<file path="config.mk">
export PLATFORM = sky130hd
export DESIGN_NAME = i2c_passive_bus_monitor
export DESIGN_NICKNAME = d
export VERILOG_FILES = /design/src/rtl/ipbm_pkg.sv /design/src/rtl/ipbm_front.sv /design/src/rtl/ipbm_queue.sv /design/src/rtl/ipbm_back.sv /design/src/rtl/i2c_passive_bus_monitor.sv
export SDC_FILE = /design/constraint.sdc
export NUM_CORES = 1
export LEC_CHECK = 0
export ABC_AREA = 1
export BUFFER_PORTS_ARGS = -buffer_cell sky130_fd_sc_hd__buf_2
export CAP_MARGIN = 10
export CORE_UTILIZATION = 58
export DETAILED_ROUTE_END_ITERATION = 12
export PLACE_DENSITY = 0.81
export SYNTH_ARGS = -nofsm -noshare
export SYNTH_HDL_FRONTEND = slang
export SYNTH_SLANG_ARGS = --single-unit
export TNS_END_PERCENT = 20
</file>
<file path="constraint.sdc">
create_clock -name clk -period 4 [get_ports clk]
set_input_delay 0.8 -clock clk [delete_from_list [all_inputs] [get_ports clk]]
set_output_delay 0.8 -clock clk [all_outputs]
set_load 0.01 [all_outputs]
</file>
<file path="src/rtl/ipbm_pkg.sv">
// ----------------------------------------------------------------------------
// ipbm_pkg
// Types and constants shared by the passive bus monitor modules.
// ----------------------------------------------------------------------------
package ipbm_pkg;

  typedef enum logic [3:0] {
    PH_SYNC       = 4'd0,
    PH_IDLE       = 4'd1,
    PH_START_LOW  = 4'd2,
    PH_BIT_HIGH   = 4'd3,
    PH_BIT_LOW    = 4'd4,
    PH_NACK_LOW   = 4'd5,
    PH_ACK_LOW    = 4'd6,
    PH_FIRST_HIGH = 4'd7,
    PH_FIRST_ONE  = 4'd8,
    PH_FIRST_ZERO = 4'd9
  } phase_t;

  typedef enum logic [1:0] {
    EV_START   = 2'd0,
    EV_RESTART = 2'd1,
    EV_BYTE    = 2'd2,
    EV_STOP    = 2'd3
  } ev_kind_t;

  typedef struct packed {
    logic       is_address;
    logic       acked;
    logic [7:0] byte_value;
    ev_kind_t   kind;
  } event_t;

  localparam logic [3:0] BITS_PER_BYTE = 4'd8;

endpackage

</file>
<file path="src/rtl/ipbm_front.sv">
// ----------------------------------------------------------------------------
// ipbm_front
// Follows the bus phase one line sample per cycle while the queue has space and classifies events.
// ----------------------------------------------------------------------------
module ipbm_front (
  input  logic             clk,
  input  logic             rst_n,
  input  logic             smp_valid,
  output logic             smp_ready,
  input  logic             scl,
  input  logic             sda,
  input  logic             enable,
  input  logic             q_space,
  output logic             ev_valid,
  output ipbm_pkg::event_t ev
);

  ipbm_pkg::phase_t phase_r, phase_nxt;
  logic [3:0]       bit_count_r, bit_count_nxt;
  logic [7:0]       shift_r, shift_nxt;
  logic             last_sda_r;
  logic             addr_r, addr_nxt;
  logic             fire;
  logic             high_both;
  logic             start_cond;

  assign smp_ready  = q_space;
  assign fire       = smp_valid & q_space;
  assign high_both  = scl & sda;
  assign start_cond = scl & ~sda;

  always_comb begin
    phase_nxt     = phase_r;
    bit_count_nxt = bit_count_r;
    shift_nxt     = shift_r;
    addr_nxt      = addr_r;
    unique case (phase_r)
      ipbm_pkg::PH_IDLE: begin
        if (start_cond) begin
          if (enable) begin
            addr_nxt      = 1'b1;
            bit_count_nxt = '0;
            shift_nxt     = '0;
            phase_nxt     = ipbm_pkg::PH_START_LOW;
          end else begin
            phase_nxt = ipbm_pkg::PH_SYNC;
          end
        end else if (!high_both) begin
          phase_nxt = ipbm_pkg::PH_SYNC;
        end
      end
      ipbm_pkg::PH_START_LOW, ipbm_pkg::PH_BIT_LOW: begin
        if (!scl) begin
          phase_nxt = ipbm_pkg::PH_BIT_HIGH;
        end
      end
      ipbm_pkg::PH_BIT_HIGH: begin
        if (scl) begin
          if (bit_count_r < ipbm_pkg::BITS_PER_BYTE) begin
            shift_nxt     = {shift_r[6:0], sda};
            bit_count_nxt = bit_count_r + 4'd1;
            phase_nxt     = ipbm_pkg::PH_BIT_LOW;
          end else if (addr_r && sda) begin
            phase_nxt = ipbm_pkg::PH_NACK_LOW;
          end else begin
            phase_nxt = ipbm_pkg::PH_ACK_LOW;
          end
        end
      end
      ipbm_pkg::PH_NACK_LOW: begin
        if (!scl) begin
          addr_nxt  = 1'b0;
          phase_nxt = ipbm_pkg::PH_SYNC;
        end
      end
      ipbm_pkg::PH_ACK_LOW: begin
        if (!scl) begin
          bit_count_nxt = '0;
          shift_nxt     = '0;
          addr_nxt      = 1'b0;
          phase_nxt     = addr_r ? ipbm_pkg::PH_BIT_HIGH : ipbm_pkg::PH_FIRST_HIGH;
        end
      end
      ipbm_pkg::PH_FIRST_HIGH: begin
        if (scl) begin
          shift_nxt     = {7'd0, last_sda_r};
          bit_count_nxt = 4'd1;
          if (last_sda_r) begin
            if (sda) begin
              phase_nxt = ipbm_pkg::PH_FIRST_ONE;
            end else if (enable) begin
              addr_nxt      = 1'b1;
              bit_count_nxt = '0;
              shift_nxt     = '0;
              phase_nxt     = ipbm_pkg::PH_START_LOW;
            end else begin
              phase_nxt = ipbm_pkg::PH_SYNC;
            end
          end else begin
            phase_nxt = sda ? ipbm_pkg::PH_SYNC : ipbm_pkg::PH_FIRST_ZERO;
          end
        end
      end
      ipbm_pkg::PH_FIRST_ONE: begin
        if (!scl) begin
          phase_nxt = ipbm_pkg::PH_BIT_HIGH;
        end else if (!sda) begin
          if (enable) begin
            addr_nxt      = 1'b1;
            bit_count_nxt = '0;
            shift_nxt     = '0;
            phase_nxt     = ipbm_pkg::PH_START_LOW;
          end else begin
            phase_nxt = ipbm_pkg::PH_SYNC;
          end
        end
      end
      ipbm_pkg::PH_FIRST_ZERO: begin
        if (!scl) begin
          phase_nxt = ipbm_pkg::PH_BIT_HIGH;
        end else if (sda) begin
          phase_nxt = ipbm_pkg::PH_SYNC;
        end
      end
      default: begin
        phase_nxt = high_both ? ipbm_pkg::PH_IDLE : ipbm_pkg::PH_SYNC;
      end
    endcase
  end

  always_comb begin
    ev_valid      = 1'b0;
    ev.kind       = ipbm_pkg::EV_START;
    ev.byte_value = '0;
    ev.acked      = 1'b0;
    ev.is_address = 1'b0;
    unique case (phase_r)
      ipbm_pkg::PH_IDLE: begin
        ev_valid = start_cond & enable;
      end
      ipbm_pkg::PH_BIT_HIGH: begin
        if (scl && !(bit_count_r < ipbm_pkg::BITS_PER_BYTE)) begin
          ev_valid      = 1'b1;
          ev.kind       = ipbm_pkg::EV_BYTE;
          ev.byte_value = shift_r;
          ev.acked      = ~sda;
          ev.is_address = addr_r;
        end
      end
      ipbm_pkg::PH_FIRST_HIGH: begin
        if (scl) begin
          if (last_sda_r) begin
            ev_valid = ~sda & enable;
            ev.kind  = ipbm_pkg::EV_RESTART;
          end else begin
            ev_valid = sda;
            ev.kind  = ipbm_pkg::EV_STOP;
          end
        end
      end
      ipbm_pkg::PH_FIRST_ONE: begin
        ev_valid = start_cond & enable;
        ev.kind  = ipbm_pkg::EV_RESTART;
      end
      ipbm_pkg::PH_FIRST_ZERO: begin
        ev_valid = high_both;
        ev.kind  = ipbm_pkg::EV_STOP;
      end
      default: begin
        ev_valid = 1'b0;
      end
    endcase
    ev_valid = ev_valid & fire;
  end

  always_ff @(posedge clk) begin
    if (!rst_n) begin
      phase_r     <= ipbm_pkg::PH_SYNC;
      bit_count_r <= '0;
      shift_r     <= '0;
      last_sda_r  <= 1'b1;
      addr_r      <= 1'b0;
    end else if (fire) begin
      phase_r     <= phase_nxt;
      bit_count_r <= bit_count_nxt;
      shift_r     <= shift_nxt;
      last_sda_r  <= sda;
      addr_r      <= addr_nxt;
    end
  end

endmodule

</file>
<file path="src/rtl/ipbm_queue.sv">
// ----------------------------------------------------------------------------
// ipbm_queue
// Short first-in first-out queue of events between the front and back parts.
// ----------------------------------------------------------------------------
module ipbm_queue #(
  parameter int DEPTH = 4
) (
  input  logic             clk,
  input  logic             rst_n,
  input  logic             push,
  input  ipbm_pkg::event_t push_data,
  output logic             space,
  input  logic             pop,
  output logic             head_valid,
  output ipbm_pkg::event_t head_data
);

  localparam int PW = (DEPTH > 1) ? $clog2(DEPTH) : 1;
  localparam int CW = $clog2(DEPTH + 1);
  localparam logic [PW-1:0] LAST = PW'(DEPTH - 1);
  localparam logic [CW-1:0] FULL = CW'(DEPTH);

  ipbm_pkg::event_t        store_r [DEPTH];
  logic [PW-1:0]           wr_ptr_r, wr_ptr_nxt;
  logic [PW-1:0]           rd_ptr_r, rd_ptr_nxt;
  logic [CW-1:0]           count_r, count_nxt;
  logic                    do_pop;

  assign space      = (count_r != FULL);
  assign head_valid = (count_r != '0);
  assign head_data  = store_r[rd_ptr_r];
  assign do_pop     = pop & head_valid;

  always_comb begin
    wr_ptr_nxt = wr_ptr_r;
    rd_ptr_nxt = rd_ptr_r;
    count_nxt  = count_r;
    if (push) begin
      wr_ptr_nxt = (wr_ptr_r == LAST) ? '0 : wr_ptr_r + PW'(1);
    end
    if (do_pop) begin
      rd_ptr_nxt = (rd_ptr_r == LAST) ? '0 : rd_ptr_r + PW'(1);
    end
    if (push && !do_pop) begin
      count_nxt = count_r + CW'(1);
    end else if (do_pop && !push) begin
      count_nxt = count_r - CW'(1);
    end
  end

  always_ff @(posedge clk) begin
    if (!rst_n) begin
      wr_ptr_r <= '0;
      rd_ptr_r <= '0;
      count_r  <= '0;
    end else begin
      wr_ptr_r <= wr_ptr_nxt;
      rd_ptr_r <= rd_ptr_nxt;
      count_r  <= count_nxt;
    end
  end

  always_ff @(posedge clk) begin
    if (push) begin
      store_r[wr_ptr_r] <= push_data;
    end
  end

endmodule

</file>
<file path="src/rtl/ipbm_back.sv">
// ----------------------------------------------------------------------------
// ipbm_back
// Output register that presents queued events on the result stream.
// ----------------------------------------------------------------------------
module ipbm_back (
  input  logic             clk,
  input  logic             rst_n,
  input  logic             head_valid,
  input  ipbm_pkg::event_t head_data,
  output logic             pop,
  output logic             out_valid,
  input  logic             out_ready,
  output ipbm_pkg::event_t out_data
);

  logic             valid_r, valid_nxt;
  ipbm_pkg::event_t data_r;

  assign pop       = head_valid & (~valid_r | out_ready);
  assign valid_nxt = pop | (valid_r & ~out_ready);
  assign out_valid = valid_r;
  assign out_data  = data_r;

  always_ff @(posedge clk) begin
    if (!rst_n) begin
      valid_r <= 1'b0;
    end else begin
      valid_r <= valid_nxt;
    end
  end

  always_ff @(posedge clk) begin
    if (pop) begin
      data_r <= head_data;
    end
  end

endmodule

</file>
<file path="src/rtl/i2c_passive_bus_monitor.sv">
// ----------------------------------------------------------------------------
// i2c_passive_bus_monitor
// Passive decoder of a two-wire serial bus from sampled line levels.
// ----------------------------------------------------------------------------
// The monitor takes one sample of both bus lines per cycle while in_tready is
// high and reports start, repeated start, byte and stop events. An event passes
// through the queue and then the output register before it appears on the
// result stream. Events wait in a queue of QUEUE_DEPTH entries behind the
// output register; in_tready falls only when that queue is full, so samples
// are taken one per cycle as long as the result side keeps up.
module i2c_passive_bus_monitor #(
  parameter int QUEUE_DEPTH = 4
) (
  input  logic        clk,
  input  logic        rst_n,
  input  logic        in_tvalid,
  output logic        in_tready,
  input  logic [7:0]  in_tdata,   // [0] scl_level, [1] sda_level
  output logic        out_tvalid,
  input  logic        out_tready,
  output logic [15:0] out_tdata,  // [7:0] byte_value, [8] acked, [9] is_address
  output logic [1:0]  out_tuser,  // [1:0] event_kind
  input  logic        cfg_valid,
  output logic        cfg_ready,
  input  logic        cfg_data    // [0] monitor_enable
);

  logic             enable_r;
  logic             q_space;
  logic             ev_valid;
  ipbm_pkg::event_t ev;
  logic             head_valid;
  ipbm_pkg::event_t head_data;
  logic             pop;
  ipbm_pkg::event_t out_ev;

  assign cfg_ready = 1'b1;

  always_ff @(posedge clk) begin
    if (!rst_n) begin
      enable_r <= 1'b1;
    end else if (cfg_valid) begin
      enable_r <= cfg_data;
    end
  end

  ipbm_front u_front (
    .clk       (clk),
    .rst_n     (rst_n),
    .smp_valid (in_tvalid),
    .smp_ready (in_tready),
    .scl       (in_tdata[0]),
    .sda       (in_tdata[1]),
    .enable    (enable_r),
    .q_space   (q_space),
    .ev_valid  (ev_valid),
    .ev        (ev)
  );

  ipbm_queue #(
    .DEPTH (QUEUE_DEPTH)
  ) u_queue (
    .clk        (clk),
    .rst_n      (rst_n),
    .push       (ev_valid),
    .push_data  (ev),
    .space      (q_space),
    .pop        (pop),
    .head_valid (head_valid),
    .head_data  (head_data)
  );

  ipbm_back u_back (
    .clk        (clk),
    .rst_n      (rst_n),
    .head_valid (head_valid),
    .head_data  (head_data),
    .pop        (pop),
    .out_valid  (out_tvalid),
    .out_ready  (out_tready),
    .out_data   (out_ev)
  );

  assign out_tdata = {6'd0, out_ev.is_address, out_ev.acked, out_ev.byte_value};
  assign out_tuser = out_ev.kind;

endmodule

</file>
After elaboration in Yosys (flattened, before gate mapping)
Memory sizes are Yosys's and may differ from the RTL's. A register that Yosys moved wholly into a read port is not among the register bits.
Cells that the tools add are included.
- add/subtract/negate cells: 5
- order comparisons: 1
- equal/unequal tests: 26
- mux-type cells: 66
- bitwise gates (word level): 14
- reductions and logical operators: 17
- operator list (cell ; count):
    $mux W4 ; 24
    $mux W8 ; 10
    $pmux W8 S5 ; 1
    $pmux W4 S8 ; 1
    $pmux W4 S5 ; 1
    $reduce_and A9 Y1 ; 2
    $eq A4 B3 Y1 const B ; 4
    $ne A2 B2 Y1 const B ; 8
    $mux W1 ; 15
    $mux W12 ; 1
    $mux W2 ; 6
    $ne A3 B3 Y1 const B ; 4
    $mux W10 ; 1
    $and A1 B1 Y1 ; 9
    $mux W3 ; 3
    $eq A4 B2 Y1 const B ; 2
    $eq A4 B4 Y1 const B ; 2
    $pmux W1 S4 ; 2
    $pmux W2 S4 ; 1
    $reduce_and A7 Y1 ; 1
    $ne A2 B1 Y1 const B ; 3
    $reduce_or A2 Y1 ; 3
    $reduce_bool A5 Y1 ; 1
    $add A2 B1 Y2 const B ; 2
    13 further kinds ; 22
- register bits: 27
- memory bits (writable): 48
- bits of input ports: 14
- memories: 1
- memory list (name ; depth ; bits a word ; read ports ; clocked after memory_dff ; write ports ; RTL line ; source):
    u_queue.store_r ; 4 ; 12 ; 1 ; 1 ; 1 ; ipbm_queue.sv:23 ; ipbm_pkg::event_t store_r [DEPTH];

Logic depth before layout (Yosys ltp)
- word-level depth: 10
- gate-level depth with buffers: 15
- depth with buffers taken out: 15

By module
A second synthesis with hierarchy kept.
- cell total of the unflattened synthesis: 462
- area total of the unflattened synthesis: 4307.9 µm²
- modules (own cells, without submodules) (module ; instances ; cells each ; area each (µm²) ; seq. area each (µm²)):
    ipbm_queue ; 1 ; 180 ; 2259.7 ; 1621.6
    ipbm_front ; 1 ; 249 ; 1532.7 ; 360.3
    ipbm_back ; 1 ; 19 ; 411.6 ; 380.4
    i2c_passive_bus_monitor ; 1 ; 14 ; 103.8 ; 20.0

Worst setup path before layout
OpenSTA, ideal clock, no wires.
- path kind: input -> register
- from: input port in_tdata[0]
- to: register u_queue.count_r[2]
- setup time: 122 ps
- arrival time: 2546 ps
- required time: 3878 ps
- setup slack: 1332 ps
- stages on the path: 14
- path buffers: 1
- cell sequence: buf_2 > nand2_1 > nor2_1 > a21oi_1 > nand2_1 > nand2_1 > inv_1 > ha_1 > inv_1 > fa_1 > a21oi_1 > o21ai_0 > o21ai_0 > a21oi_1
- word-level cells in the longest chain between the ends: 7
- RTL lines (element ; RTL line ; source):
    from (decl) ; i2c_passive_bus_monitor.sv:18 ; input logic [7:0] in_tdata,
    $and A1 B1 Y1 / $logic_and A1 B1 Y1 (equally long branches) ; ipbm_front.sv:30, ipbm_front.sv:142 ;
    $and A1 B1 Y1 / $mux W1 (equally long branches) ; ipbm_front.sv:139, ipbm_front.sv:162, ipbm_front.sv:142 ;
    $pmux W1 S4 * ; ipbm_front.sv:137 ; unique case (phase_r)
    $and A1 B1 Y1 * ; ipbm_front.sv:173 ; ev_valid = ev_valid & fire;
    named net ev_valid ; i2c_passive_bus_monitor.sv:30 ; logic ev_valid;
    $logic_not A1 Y1 ; ipbm_queue.sv:46 ; end else if (do_pop && !push) begin
    $logic_and A1 B1 Y1 ; ipbm_queue.sv:46 ;
    $reduce_bool A2 Y1 (no source line) ; n/a ;
    to (signal assigned) ; ipbm_queue.sv:59 ; count_r <= count_nxt;
    to (decl) ; ipbm_queue.sv:26 ; logic [CW-1:0] count_r, count_nxt;
The timed path passes the listed nets; every way through them passes the cells marked *.
A chain may end at the register's enable or synchronous reset.

Final worst setup path
- from: register u_front.phase_r[2]
- to: register u_queue.count_r[2]
- word-level cells in the longest chain between the ends: 7
- RTL lines (element ; RTL line ; source):
    from (decl) ; ipbm_front.sv:18 ; ipbm_pkg::phase_t phase_r, phase_nxt;
    from (signal assigned) ; ipbm_front.sv:178 ; phase_r <= ipbm_pkg::PH_SYNC;
    from (signal assigned) ; ipbm_front.sv:184 ; phase_r <= phase_nxt;
    $eq A4 B1 Y1 / $eq A4 B4 Y1 (equally long branches) ; ipbm_front.sv:137 ;
    $reduce_or A2 Y1 (no source line) ; n/a ;
    $pmux W1 S4 * ; ipbm_front.sv:137 ;
    $and A1 B1 Y1 * ; ipbm_front.sv:173 ;
    named net ev_valid ; i2c_passive_bus_monitor.sv:30 ;
    $logic_not A1 Y1 ; ipbm_queue.sv:46 ;
    $logic_and A1 B1 Y1 ; ipbm_queue.sv:46 ;
    $reduce_bool A2 Y1 (no source line) ; n/a ;
Marked as above.

==> flow_summary_export.csv <==
group,metric,value,unit
run_status,status,"finished clean",
sta,period_share,0.714,
critical_path,crit_chain,"nor2_1 -> nand2_2 -> nor2_1 -> a21oi_1 -> nand2_1 -> nand2_1 -> inv_1 -> ha_1 -> inv_1 -> fa_1 -> a21oi_1 -> o21ai_0 -> o21ai_0 -> a21oi_1",
cts,cts.sinks,87,
final_layout,syn2layout_area_growth,8.74,%
sta,setup_tns,0,ns
worst_hold_path,hold_path.class,"flop to flop",
global_routing,antenna_found_initial,0,
route,dr.first_iter.drc_count,187,
cts,cts_setup_buffers,0,
sta,finalHoldWorstSlack,0.486,ns
critical_path,critical_path_class,"flop to flop",
sta,worstMarginPinSlew,0.850,ns
route,drc_errors,0,
cts,h-tree-depth,3,
route,vias,3098,
floorplan,die_w,86.3,um
critical_path,worst_r2r_startpoint,"u_front.phase_r[2]",
logic_synthesis,synth.area.top_cells,"edfxtp_1 (44%), dfxtp_1 (13%), nor2_1 (9.6%)",
critical_path,cp_max_fo,9,
critical_path,path_common_cell,"a21oi_1",
critical_path,critPathLaunchType,"flop",
logic_synthesis,synthArstFlopShare,0,
placement,io_buffer_count,21,
worst_hold_path,holdPathStages,2,
cts,path_clk_slew,0.10,ns
global_routing,gr-total-overflow,0,
sta,setup_viol,0,
logic_synthesis,synthMuxAreaShare,0,
run,maxCapViolations,0,
logic_synthesis,synthTopCellsByCount,"nor2_1 (105), nand2_1 (87), edfxtp_1 (60)",
global_routing,grt_usage,0.235,
logic_synthesis,synthSimpleGateAreaFrac,0.245,
pwr,p_leak,1.94,nW
logic_synthesis,ys_seq_elements,87,
sta,relSlewSlack,0.433,
cts,insertion_delay,0.36,ns
sta,min_period,2.86,ns
cts,cts_tree,"done",
sta,rsz0062_at_grt,"false",
critical_path,crit_required,4.25,ns
final_layout,drive_gt1_frac,0.119,
cts,cts_buffers,9,
logic_synthesis,synth_most_common_cell,"nor2_1",
floorplan,die_area,7450,um2
sta,clock_skew,0.0118,ns
global_routing,grt_pass1_wl,13200,um
logic_synthesis,synth_ff_type,"edfxtp_1",
placement,dpl.hpwl,5740,um
logic_synthesis,synth_top_family_by_area,"simple AND/OR/NAND/NOR gates",
logic_synthesis,synthCells,466,
cts,cts.path.max_buffers,2,
route,avgRoutedWirePerCell,13.7,um
critical_path,crit_buf_inv,2,
floorplan,ioPinCount,35,
route,drt-pass1-iter-count,4,
critical_path,crit_path_max_incr_delay,0.44,ns
logic_synthesis,synth.distinct_cells,30,
critical_path,path_depth,14,
floorplan,core_area,6830,um2
final_layout,nets,512,
sta,final-max-slew-violation-count,0,
pwr,vdd_ir_drop_max,0.246,mV
logic_synthesis,synth_xor_area_frac,0.00425,
logic_synthesis,netlist.area_leader.share,0.437,
sta,max_freq,350,MHz
worst_hold_path,min_from,"u_front.shift_r[5]",
critical_path,cp_top_family,"simple AND/OR/NAND/NOR gates",
route,viasPerCell,5.25,
logic_synthesis,synth_edf_count,60,
critical_path,end_kind,"flop",
logic_synthesis,yosys.area.top_type,"edfxtp_1",
global_routing,grt_pass1_vias,2855,
global_routing,grt_max_degree,28,
critical_path,crit_start,"u_front.phase_r[2]",
cts,cts_hold_buf,0,
critical_path,reg2regPathDepth,14,
placement,gp_congestion,0.916,
final_layout,fillCellCount,569,
logic_synthesis,synth_warnings,0,
final_layout,diodes,0,
logic_synthesis,yosysSeqAreaShare,0.568,
logic_synthesis,synth_area_per_cell,8.85,um2
route,drtAntennaViolNets,0,
critical_path,crit_arrival,3.11,ns
sta,hold_violations,0,
logic_synthesis,synth_compound_area_frac,0.0837,
logic_synthesis,synth_area,4120,um2
logic_synthesis,synth_fa_ha_area_frac,0.0291,
route,routed_wl,8080,um
floorplan,rows,30,
cts,post_cts_resized,0,
critical_path,worst_path_max_delay_cell,"fa_1",
cts,cts-root-buf,"clkbuf_8",
floorplan,initial_core_util,0.604,
floorplan,die_h,86.3,um
pwr,powerDensity,582,nW/um2
==> layout make-up <==
type / count / area (um2) / share of cell area
Clock buffer: 9 / 124 / 0.0276
Clock inverter: 7 / 72.6 / 0.0162
Inverter: 45 / 169 / 0.0377
Multi-Input combinational cell: 321 / 1520 / 0.339
Sequential cell: 87 / 2340 / 0.522
Tap cell: 96 / 120 / 0.0268
Timing Repair Buffer: 25 / 135 / 0.0301
==> metrics by stage <==
stage / instances / setup slack (ns) / instance area (um2) / util / total power, mW
floorplan: 471 / 1.33 / 4140 / - / 1.82
global placement: 574 / 0.990 / 4290 / 0.628 / 1.99
detailed placement: 574 / 0.943 / 4290 / 0.628 / 2.03
CTS: 590 / 1.14 / 4480 / 0.656 / 2.62
global route: 590 / 0.838 / 4480 / 0.656 / 2.79
finish: 590 / 1.14 / 4480 / 0.656 / 2.61
==> state kept, by name, indices dropped and copies added (netlist names) <==
| name | count |
|---|---|
| u_front.bit_count_r | 4 |
| u_queue.count_r | 3 |
| u_queue.store_r | 48 |
| u_front.phase_r | 4 |
| u_queue.rd_ptr_r | 2 |
| u_queue.wr_ptr_r | 2 |
| u_back.out_valid | 1 |
| u_front.last_sda_r | 1 |
| u_front.addr_r | 1 |
| u_back.out_data | 12 |
| u_front.shift_r | 8 |
| enable_r | 1 |
==> worst paths after layout <==
path	slack, ns	to
hold reg to reg	0.49	u_front.shift_r[5]
setup reg to reg	1.14	u_queue.count_r[2]
setup / recovery	1.14	u_queue.count_r[2]
hold / removal	0.49	u_front.shift_r[5]
==> placed cells by master (no fill, tap or decap), types with 4 or more instances in the layout <==
cell type	count
buf_4	4
ha_1	8
o22ai_1	12
nor2_4	5
nand3_1	25
nor2_1	105
clkbuf_8	9
dfxtp_1	27
nand4_1	4
edfxtp_1	60
buf_2	21
inv_1	41
nand2_2	5
o21ai_0	36
conb_1	7
nand2_1	87
a21oi_1	15
==> worst register-to-register path, cell delays in order, from the launching register on <==
cell     delay (ns)
dfxtp_1        0.37
nor2_1         0.40
nand2_2        0.24
nor2_1         0.18
a21oi_1        0.07
nand2_1        0.08
nand2_1        0.19
inv_1          0.13
ha_1           0.14
inv_1          0.07
fa_1           0.44
a21oi_1        0.14
o21ai_0        0.11
o21ai_0        0.15
a21oi_1        0.06
==> layer usage <==
| metal | vias up | routed length, um | GRT usage |
|---|---|---|---|
| li1 | 1572 | - | - |
| met1 | 1388 | 3370 | 0.278 |
| met2 | 120 | 4070 | 0.405 |
| met3 | 18 | 493 | 0.0543 |
| met4 | 0 | 153 | 0.115 |
| met5 | - | 0 | 0 |
==> report_power, final <==
part,leakage (nW),switching (mW),internal (mW),total [mW]
clock network,0.0970,0.343,0.245,0.588
registers,0.825,0.113,1.13,1.24
logic,1.01,0.524,0.256,0.780
total,1.94,0.981,1.63,2.61
==> cell families after synthesis <==
logic type,Yosys count
and+or+nand+nor,238
other,2
DFF,87
buffers and inverters,63
xor gates and xnor gates,2
AOI/OAI and AO/OA,65
adders and majority gates,9
Note: power is estimated with default switching activity, not from simulation.
